==> src/hdl/lss_pkg.sv <==
// ----------------------------------------------------------------------------
// LIFO stack package
// Shared constants, action and condition codes, and the command and status
// groups that pass between the stack controller and its datapath.
// ----------------------------------------------------------------------------
package lss_pkg;

  localparam int DEPTH         = 64;
  localparam int ADDR_W        = $clog2(DEPTH);
  localparam int FILL_W        = $clog2(DEPTH + 1);
  localparam int WORD_W        = 32;
  localparam int POS_W         = 6;
  localparam int PCT_W         = 7;
  localparam int PERCENT_SCALE = 100;
  localparam int PCT_PROD_W    = 14;
  localparam int ACTION_W      = 3;
  localparam int COND_W        = 2;
  localparam int IN_DATA_W     = 32;
  localparam int OUT_FIELDS_W  = WORD_W + POS_W + FILL_W + PCT_W;
  localparam int OUT_DATA_W    = ((OUT_FIELDS_W + 7) / 8) * 8;

  typedef enum logic [ACTION_W-1:0] {
    A_PUSH   = 3'd0,
    A_POP    = 3'd1,
    A_PEEK   = 3'd2,
    A_CLEAR  = 3'd3,
    A_SEARCH = 3'd4,
    A_STATUS = 3'd5
  } action_e;

  typedef enum logic [COND_W-1:0] {
    C_OK       = 2'd0,
    C_FULL     = 2'd1,
    C_EMPTY    = 2'd2,
    C_NOTFOUND = 2'd3
  } cond_e;

  // Source of the value field of a result.
  typedef enum logic [1:0] {
    VS_ZERO,
    VS_RAM,
    VS_OPND
  } val_sel_e;

  // Source of the position field of a result.
  typedef enum logic [1:0] {
    PS_ZERO,
    PS_FILL,
    PS_SCAN,
    PS_PEND
  } pos_sel_e;

  typedef enum logic [1:0] {
    ST_IDLE,
    ST_READ,
    ST_SCAN,
    ST_DONE
  } state_e;

  typedef struct packed {
    logic     in_ready;
    logic     push_wr;
    logic     fill_inc;
    logic     fill_dec;
    logic     fill_clr;
    logic     rd_top;
    logic     rd_next;
    logic     scan_load;
    logic     pend_set;
    logic     pend_clr;
    logic     out_load;
    cond_e    out_cond;
    val_sel_e out_val;
    pos_sel_e out_pos;
    logic     out_last;
  } cmd_t;

  typedef struct packed {
    logic    in_valid;
    action_e action;
    logic    fill_zero;
    logic    fill_full;
    logic    match;
    logic    scan_zero;
    logic    pend_valid;
    logic    out_free;
  } status_t;

endpackage

==> src/hdl/lifo_stack_with_search_top.sv <==
// ----------------------------------------------------------------------------
// LIFO stack with search
// Push, pop, peek, clear, search and status requests on a 64-word stack.
// Push, clear and status are answered straight from the idle state; pop and
// peek pass through a read state, since the word comes from the registered
// read port of the word store. Search reads the store once per slot walked.
// A result is registered in the output register when it is formed.
// Reset empties the stack at once; stored words are not cleared.
// ----------------------------------------------------------------------------
module lifo_stack_with_search_top (
  input  logic                           clk_i,
  input  logic                           rst_ni,
  // Request channel. tdata: operand_value [31:0]. tuser: action [2:0].
  input  logic                           s_axis_tvalid_i,
  output logic                           s_axis_tready_o,
  input  logic [lss_pkg::IN_DATA_W-1:0]  s_axis_tdata_i,
  input  logic [lss_pkg::ACTION_W-1:0]   s_axis_tuser_i,
  // Result channel. tdata: result_value [31:0], position [37:32],
  // fill_count [44:38], percent_used [51:45], zero [55:52].
  // tuser: condition [1:0]. tlast: final result of a request.
  output logic                           m_axis_tvalid_o,
  input  logic                           m_axis_tready_i,
  output logic [lss_pkg::OUT_DATA_W-1:0] m_axis_tdata_o,
  output logic [lss_pkg::COND_W-1:0]     m_axis_tuser_o,
  output logic                           m_axis_tlast_o
);
  import lss_pkg::*;

  cmd_t    cmd;
  status_t sts;

  // The controller decodes each request and walks the search; the datapath
  // holds the store, the fill level and the result register. A request is
  // taken only when the controller is idle and the result register is free
  // or draining in the same cycle.
  assign s_axis_tready_o = cmd.in_ready;

  lss_ctrl u_ctrl (
    .clk_i (clk_i),
    .rst_ni(rst_ni),
    .sts_i (sts),
    .cmd_o (cmd)
  );

  // During a search each match is held back until the next match or the end
  // of the walk, so that the final match can carry tlast.
  lss_dp u_dp (
    .clk_i          (clk_i),
    .rst_ni         (rst_ni),
    .cmd_i          (cmd),
    .sts_o          (sts),
    .s_axis_tvalid_i(s_axis_tvalid_i),
    .s_axis_tdata_i (s_axis_tdata_i),
    .s_axis_tuser_i (s_axis_tuser_i),
    .m_axis_tvalid_o(m_axis_tvalid_o),
    .m_axis_tready_i(m_axis_tready_i),
    .m_axis_tdata_o (m_axis_tdata_o),
    .m_axis_tuser_o (m_axis_tuser_o),
    .m_axis_tlast_o (m_axis_tlast_o)
  );

endmodule

==> src/hdl/lss_ram.sv <==
// ----------------------------------------------------------------------------
// Generic RAM
// One write port and one read port with a registered, enable-held read.
// ----------------------------------------------------------------------------
module lss_ram #(
  parameter int WIDTH = 32,
  parameter int DEPTH = 64
) (
  input  logic                     clk_i,
  input  logic                     we_i,
  input  logic [$clog2(DEPTH)-1:0] waddr_i,
  input  logic [WIDTH-1:0]         wdata_i,
  input  logic                     re_i,
  input  logic [$clog2(DEPTH)-1:0] raddr_i,
  output logic [WIDTH-1:0]         rdata_o
);

  logic [WIDTH-1:0] mem_q [DEPTH];
  logic [WIDTH-1:0] rdata_q;

  always_ff @(posedge clk_i) begin
    if (we_i) begin
      mem_q[waddr_i] <= wdata_i;
    end
    if (re_i) begin
      rdata_q <= mem_q[raddr_i];
    end
  end

  assign rdata_o = rdata_q;

endmodule

==> src/hdl/lss_ctrl.sv <==
// ----------------------------------------------------------------------------
// LIFO stack controller
// Decodes each request and sequences reads and the top-down search walk.
// ----------------------------------------------------------------------------
module lss_ctrl (
  input  logic            clk_i,
  input  logic            rst_ni,
  input  lss_pkg::status_t sts_i,
  output lss_pkg::cmd_t    cmd_o
);
  import lss_pkg::*;

  state_e state_q, state_d;
  logic   pop_q, pop_d;
  logic   accept;

  always_ff @(posedge clk_i or negedge rst_ni) begin
    if (!rst_ni) begin
      state_q <= ST_IDLE;
      pop_q   <= 1'b0;
    end else begin
      state_q <= state_d;
      pop_q   <= pop_d;
    end
  end

  always_comb begin
    state_d = state_q;
    pop_d   = pop_q;
    cmd_o   = '0;
    cmd_o.out_cond = C_OK;
    cmd_o.out_val  = VS_ZERO;
    cmd_o.out_pos  = PS_ZERO;
    accept  = 1'b0;

    case (state_q)
      ST_IDLE: begin
        cmd_o.in_ready = sts_i.out_free;
        accept         = sts_i.in_valid && sts_i.out_free;
        if (accept) begin
          case (sts_i.action)
            A_PUSH: begin
              cmd_o.out_load = 1'b1;
              cmd_o.out_last = 1'b1;
              if (sts_i.fill_full) begin
                cmd_o.out_cond = C_FULL;
              end else begin
                cmd_o.push_wr  = 1'b1;
                cmd_o.fill_inc = 1'b1;
                cmd_o.out_pos  = PS_FILL;
              end
            end
            A_POP, A_PEEK: begin
              if (sts_i.fill_zero) begin
                cmd_o.out_load = 1'b1;
                cmd_o.out_last = 1'b1;
                cmd_o.out_cond = C_EMPTY;
              end else begin
                cmd_o.rd_top    = 1'b1;
                cmd_o.scan_load = 1'b1;
                pop_d           = (sts_i.action == A_POP);
                state_d         = ST_READ;
              end
            end
            A_CLEAR: begin
              cmd_o.out_load = 1'b1;
              cmd_o.out_last = 1'b1;
              if (sts_i.fill_zero) begin
                cmd_o.out_cond = C_EMPTY;
              end else begin
                cmd_o.fill_clr = 1'b1;
              end
            end
            A_SEARCH: begin
              if (sts_i.fill_zero) begin
                cmd_o.out_load = 1'b1;
                cmd_o.out_last = 1'b1;
                cmd_o.out_cond = C_EMPTY;
              end else begin
                cmd_o.rd_top    = 1'b1;
                cmd_o.scan_load = 1'b1;
                cmd_o.pend_clr  = 1'b1;
                state_d         = ST_SCAN;
              end
            end
            A_STATUS: begin
              cmd_o.out_load = 1'b1;
              cmd_o.out_last = 1'b1;
            end
            default: begin
              // Undefined action codes are dropped without a result.
            end
          endcase
        end
      end

      ST_READ: begin
        if (sts_i.out_free) begin
          cmd_o.out_load = 1'b1;
          cmd_o.out_last = 1'b1;
          cmd_o.out_val  = VS_RAM;
          cmd_o.out_pos  = PS_SCAN;
          cmd_o.fill_dec = pop_q;
          state_d        = ST_IDLE;
        end
      end

      ST_SCAN: begin
        // A new match pushes the previous one out with last clear; hold the
        // walk when that result cannot be stored.
        if (!(sts_i.match && sts_i.pend_valid && !sts_i.out_free)) begin
          if (sts_i.match) begin
            cmd_o.pend_set = 1'b1;
            if (sts_i.pend_valid) begin
              cmd_o.out_load = 1'b1;
              cmd_o.out_val  = VS_OPND;
              cmd_o.out_pos  = PS_PEND;
            end
          end
          if (sts_i.scan_zero) begin
            state_d = ST_DONE;
          end else begin
            cmd_o.rd_next = 1'b1;
          end
        end
      end

      ST_DONE: begin
        if (sts_i.out_free) begin
          cmd_o.out_load = 1'b1;
          cmd_o.out_last = 1'b1;
          if (sts_i.pend_valid) begin
            cmd_o.out_val = VS_OPND;
            cmd_o.out_pos = PS_PEND;
          end else begin
            cmd_o.out_cond = C_NOTFOUND;
          end
          state_d = ST_IDLE;
        end
      end

      default: begin
        state_d = ST_IDLE;
      end
    endcase
  end

endmodule

==> src/hdl/lss_dp.sv <==
// ----------------------------------------------------------------------------
// LIFO stack datapath
// Word store, fill level, search cursor, pending match and result register.
// ----------------------------------------------------------------------------
module lss_dp (
  input  logic                             clk_i,
  input  logic                             rst_ni,
  input  lss_pkg::cmd_t                    cmd_i,
  output lss_pkg::status_t                 sts_o,
  input  logic                             s_axis_tvalid_i,
  input  logic [lss_pkg::IN_DATA_W-1:0]    s_axis_tdata_i,
  input  logic [lss_pkg::ACTION_W-1:0]     s_axis_tuser_i,
  output logic                             m_axis_tvalid_o,
  input  logic                             m_axis_tready_i,
  output logic [lss_pkg::OUT_DATA_W-1:0]   m_axis_tdata_o,
  output logic [lss_pkg::COND_W-1:0]       m_axis_tuser_o,
  output logic                             m_axis_tlast_o
);
  import lss_pkg::*;

  logic [FILL_W-1:0]     fill_q, fill_d;
  logic [ADDR_W-1:0]     scan_q;
  logic [ADDR_W-1:0]     top_slot;
  logic                  pend_q;
  logic [ADDR_W-1:0]     pend_pos_q;
  logic [WORD_W-1:0]     op_q;
  logic [WORD_W-1:0]     rdata;
  logic [ADDR_W-1:0]     raddr;
  logic                  accept;
  logic                  out_free;
  logic [PCT_PROD_W-1:0] pct_prod;

  logic                  out_valid_q;
  logic [COND_W-1:0]     out_cond_q;
  logic [WORD_W-1:0]     out_val_q;
  logic [POS_W-1:0]      out_pos_q;
  logic [FILL_W-1:0]     out_fill_q;
  logic [PCT_W-1:0]      out_pct_q;
  logic                  out_last_q;

  assign accept   = s_axis_tvalid_i && cmd_i.in_ready;
  assign out_free = !out_valid_q || m_axis_tready_i;
  assign top_slot = ADDR_W'(fill_q - FILL_W'(1));
  assign raddr    = cmd_i.rd_top ? top_slot : ADDR_W'(scan_q - ADDR_W'(1));

  lss_ram #(
    .WIDTH(WORD_W),
    .DEPTH(DEPTH)
  ) u_store (
    .clk_i  (clk_i),
    .we_i   (cmd_i.push_wr),
    .waddr_i(fill_q[ADDR_W-1:0]),
    .wdata_i(s_axis_tdata_i[WORD_W-1:0]),
    .re_i   (cmd_i.rd_top || cmd_i.rd_next),
    .raddr_i(raddr),
    .rdata_o(rdata)
  );

  always_comb begin
    fill_d = fill_q;
    if (cmd_i.fill_clr) begin
      fill_d = '0;
    end else if (cmd_i.fill_inc) begin
      fill_d = fill_q + FILL_W'(1);
    end else if (cmd_i.fill_dec) begin
      fill_d = fill_q - FILL_W'(1);
    end
  end

  // The depth is a power of two, so the divide reduces to a shift.
  assign pct_prod = PCT_PROD_W'(fill_d) * PCT_PROD_W'(PERCENT_SCALE);

  always_ff @(posedge clk_i or negedge rst_ni) begin
    if (!rst_ni) begin
      fill_q      <= '0;
      pend_q      <= 1'b0;
      out_valid_q <= 1'b0;
    end else begin
      fill_q <= fill_d;
      if (cmd_i.pend_clr) begin
        pend_q <= 1'b0;
      end else if (cmd_i.pend_set) begin
        pend_q <= 1'b1;
      end
      if (cmd_i.out_load) begin
        out_valid_q <= 1'b1;
      end else if (m_axis_tready_i) begin
        out_valid_q <= 1'b0;
      end
    end
  end

  always_ff @(posedge clk_i) begin
    if (accept) begin
      op_q <= s_axis_tdata_i[WORD_W-1:0];
    end
    if (cmd_i.scan_load) begin
      scan_q <= top_slot;
    end else if (cmd_i.rd_next) begin
      scan_q <= scan_q - ADDR_W'(1);
    end
    if (cmd_i.pend_set) begin
      pend_pos_q <= scan_q;
    end
    if (cmd_i.out_load) begin
      out_cond_q <= cmd_i.out_cond;
      out_last_q <= cmd_i.out_last;
      out_fill_q <= fill_d;
      out_pct_q  <= PCT_W'(pct_prod / PCT_PROD_W'(DEPTH));
      case (cmd_i.out_val)
        VS_RAM:  out_val_q <= rdata;
        VS_OPND: out_val_q <= op_q;
        default: out_val_q <= '0;
      endcase
      case (cmd_i.out_pos)
        PS_FILL: out_pos_q <= POS_W'(fill_q[ADDR_W-1:0]);
        PS_SCAN: out_pos_q <= POS_W'(scan_q);
        PS_PEND: out_pos_q <= POS_W'(pend_pos_q);
        default: out_pos_q <= '0;
      endcase
    end
  end

  always_comb begin
    sts_o.in_valid   = s_axis_tvalid_i;
    sts_o.action     = action_e'(s_axis_tuser_i);
    sts_o.fill_zero  = (fill_q == '0);
    sts_o.fill_full  = (fill_q == FILL_W'(DEPTH));
    sts_o.match      = (rdata == op_q);
    sts_o.scan_zero  = (scan_q == '0);
    sts_o.pend_valid = pend_q;
    sts_o.out_free   = out_free;
  end

  assign m_axis_tvalid_o = out_valid_q;
  assign m_axis_tuser_o  = out_cond_q;
  assign m_axis_tlast_o  = out_last_q;
  assign m_axis_tdata_o  = OUT_DATA_W'({out_pct_q, out_fill_q, out_pos_q, out_val_q});

endmodule
==> config.mk <==
export PLATFORM = sky130hd
export DESIGN_NAME = lifo_stack_with_search_top
export DESIGN_NICKNAME = d
export VERILOG_FILES = /design/src/hdl/lss_pkg.sv /design/src/hdl/lifo_stack_with_search_top.sv /design/src/hdl/lss_ram.sv /design/src/hdl/lss_ctrl.sv /design/src/hdl/lss_dp.sv
export SDC_FILE = /design/constraint.sdc
export NUM_CORES = 2
export LEC_CHECK = 0
export BUFFER_PORTS_ARGS = -buffer_cell sky130_fd_sc_hd__buf_2
export CAP_MARGIN = 10
export CORE_ASPECT_RATIO = 0.7
export CORE_MARGIN = 1
export CORE_UTILIZATION = 34
export CTS_BUF_LIST = sky130_fd_sc_hd__clkbuf_4
export CTS_CLUSTER_SIZE = 24
export DETAILED_ROUTE_END_ITERATION = 6
export HOLD_SLACK_MARGIN = 0.12
export PLACE_DENSITY = 0.49
export SYNTH_ARGS = -nofsm -noshare
export SYNTH_HDL_FRONTEND = slang
export SYNTH_SLANG_ARGS = --single-unit
export TNS_END_PERCENT = 20
==> constraint.sdc <==
create_clock -name clk_i -period 6.75 [get_ports clk_i]
set_input_delay 2.025 -clock clk_i [delete_from_list [all_inputs] [get_ports clk_i]]
set_output_delay 2.025 -clock clk_i [all_outputs]
set_load 0.02 [all_outputs]
==> results.ini <==
[timing]
hold_viol_final = 0
setup-violations-final = 0
slew_violations = 0
fmax_mhz = 180
min_period_ns = 5.55
hold_slack_ns = 0.569
fin_skew_ns = 0.0737
rsz0062_at_grt = no
max_slew_margin = 0.163
layout_setup_ws_ns = 1.20
worst_slew_pin_slew_ns = 1.26
finalCritPeriodShare = 0.822
tns_ns = 0

[run]
drv_cap = 0

[power]
p_total_mw = 38.2
ir_worst_vdd_v = 0.000286
p_leak_nw = 33.1
powerDensity_nw_per_um2 = 383

[worst_setup_path]
critPathBufInv = 5
reg2reg_depth = 14
crit_required_ns = 7.74
timing.rr.end = u_dp.u_store.rdata_o[30]
path_cells = buf_4, inv_1, ha_1, nor3b_4, nand2_1, nand3_4, nand2_8, clkinv_8, buf_4, buf_4, a21oi_1, a32o_1, o311a_1, nor4_1
critPathMaxFanout = 34
cp_slowest_cell = nand3_4
critPathArrivalTime_ns = 6.53
cpMostUsedCell = buf_4
startpoint = u_dp.fill_q[0]
critPathCaptureType = flop
cp_top_family = simple AND/OR/NAND/NOR gates
critPathCapture = u_dp.u_store.rdata_o[30]
cp-start-kind = flop
r2r-start = u_dp.fill_q[0]
cp.depth = 14
max_stage_delay_ns = 0.64
crit_type = flop to flop
ff2ff_setup_slack_ns = 1.20

[cts]
clockBufferDepth = 4
htree_levels = 6
cts_resized = 0
cts_tree = built
postCtsSetupRepairBufs = 0
cts_hold_buf = 0
path_clk_slew_ns = 0.07
root_buffer = clkbuf_4
clkSinkCount = 2191
insertion_delay_ns = 1.24
cts_buffers = 546

[logic_synthesis]
synth-seq-cells = 2191
synth.avg_cell_area_um2 = 16.0
async_flop_share = 0.00548
synth_area_leaders = edfxtp_1 75%, mux2i_1 4.4%, nand2_1 2.8%
synth_edf_count = 2179
ys_types = 74
yosys_warnings = 0
synth_top_area_share = 0.751
seq_area_frac_synth = 0.755
synth_top_flop_cell = edfxtp_1
syn_inst = 5428
syn-cell-area_um2 = 87100
synth_top_area_cell = edfxtp_1

[run_status]
violations = DRC
outcome = complete, but fails checks

[route]
routed_via_density = 5.62
wl_per_cell_um = 29.4
drc = 4
dr.pass1.iters = 7
route.vias.total = 54300
ant_nets = 0
drt_iter0_drc = 6811
routed_wl_um = 284000

[final_layout]
final_common_cell = edfxtp_1
fin_util = 0.392
nets = 6021
fin_area_um2 = 99900
area_growth_pct = 14.7
layout.cells.non_filler = 9666
final_cell_mix = 2,179 x edfxtp_1, 766 x clkbuf_4, 647 x nand2_1
fillers = 23900
drive_gt1_frac = 0.215

[grt]
grt_pass1_vias = 51900
antenna_found_initial = 27
grt_pass1_wl_um = 399000
grt_max_degree = 106
grt.overflow.total = 0
track_usage = 0.215

[place]
placed_cell_area_um2 = 93300
numPortBuffers = 95
gp_congestion = 0.815
place_ws_ns = 0.222
post-dp-hpwl_um = 168000
dp_cells = 8774

[worst_hold_path]
hold_class = flop to flop
worstHoldStart = u_dp.scan_q[5]

[floorplan]
die_w_um = 607
chipHeight_um = 425
die_area_um2 = 258000
design.portCount = 100
coreArea_um2 = 255000
start_util = 0.342
rows = 155

[layer usage]
metal,GRT usage,share of wire,vias to the layer above
met4,0.0472,0.015,10
met1,0.334,0.47,28100
met2,0.308,0.43,2641
li1,-,-,23200
met3,0.0422,0.090,351
met5,0,0.00022,-
[cell usage after synthesis, types with 35 or more instances]
| cell | n |
|---|---|
| edfxtp_1 | 2179 |
| nand2_1 | 647 |
| mux2i_1 | 385 |
| clkbuf_1 | 224 |
| o21ai_0 | 186 |
| a31oi_1 | 162 |
| a211oi_1 | 154 |
| buf_2 | 144 |
| a311oi_1 | 142 |
| nand3_1 | 136 |
| nor2_1 | 117 |
| a32oi_1 | 113 |
| and3_1 | 98 |
| a21oi_1 | 84 |
| a221oi_1 | 64 |
| a222oi_1 | 63 |
| o221ai_1 | 63 |
| xor2_1 | 40 |
| a22oi_1 | 35 |
[sequential cells by signal, indices dropped and copies added, names as in the netlist, 6 cells and up]
register              cells
u_dp.out_val_q           32
u_dp.fill_q               7
u_dp.out_fill_q           7
u_dp.u_store.mem_q     2048
u_dp.pend_pos_q           6
u_dp.op_q                32
u_dp.scan_q               6
u_dp.out_pos_q            6
u_dp.out_pct_q            7
u_dp.u_store.rdata_o     32
[how the worst min path moves through the flow]
stage | to | slack [ns] | depth (start not counted)
finish | u_dp.pend_pos_q[5] | 0.57 | 0
global route | u_dp.pend_pos_q[5] | 0.60 | 0
CTS | u_dp.fill_q[6] | 0.56 | 1
detailed placement | u_dp.pend_pos_q[5] | 0.54 | 0
global placement | u_dp.pend_pos_q[1] | 0.54 | 0
floorplan | u_dp.pend_pos_q[2] | 0.42 | 0
[layout make-up]
type / count / area (um2) / area share
inverter: 28 / 123 / 0.00123
clock buffer: 766 / 5750 / 0.0576
sequential: 2191 / 65700 / 0.658
timing repair buffer: 390 / 3240 / 0.0324
clock inverter: 115 / 776 / 0.00777
multi-input combinational: 2790 / 20000 / 0.200
antenna: 11 / 27.5 / 0.000276
tap: 3375 / 4220 / 0.0423
[cells by family (layout without fill, tap and decap cells)]
kind of cell,after synthesis,in the layout,share of synthesized area
other,1,15,0.0000430
flip-flops,2191,2191,0.755
AND/OR/NAND/NOR,1092,1092,0.0562
AO/OA/AOI/OAI,1184,1184,0.102
XOR/XNOR,54,54,0.00552
buffers and inverters,450,1299,0.0235
adder cells (fa/ha/maj),35,35,0.00520
multiplexers,421,421,0.0530
[report_power, final]
group	internal (mW)	switching (mW)	leakage, nW
clock network	5.64	5.38	3.90
logic	3.49	7.95	9.39
registers	15.5	0.281	19.8
total	24.6	13.6	33.1
No activity file was read; power rests on OpenSTA's default activity.
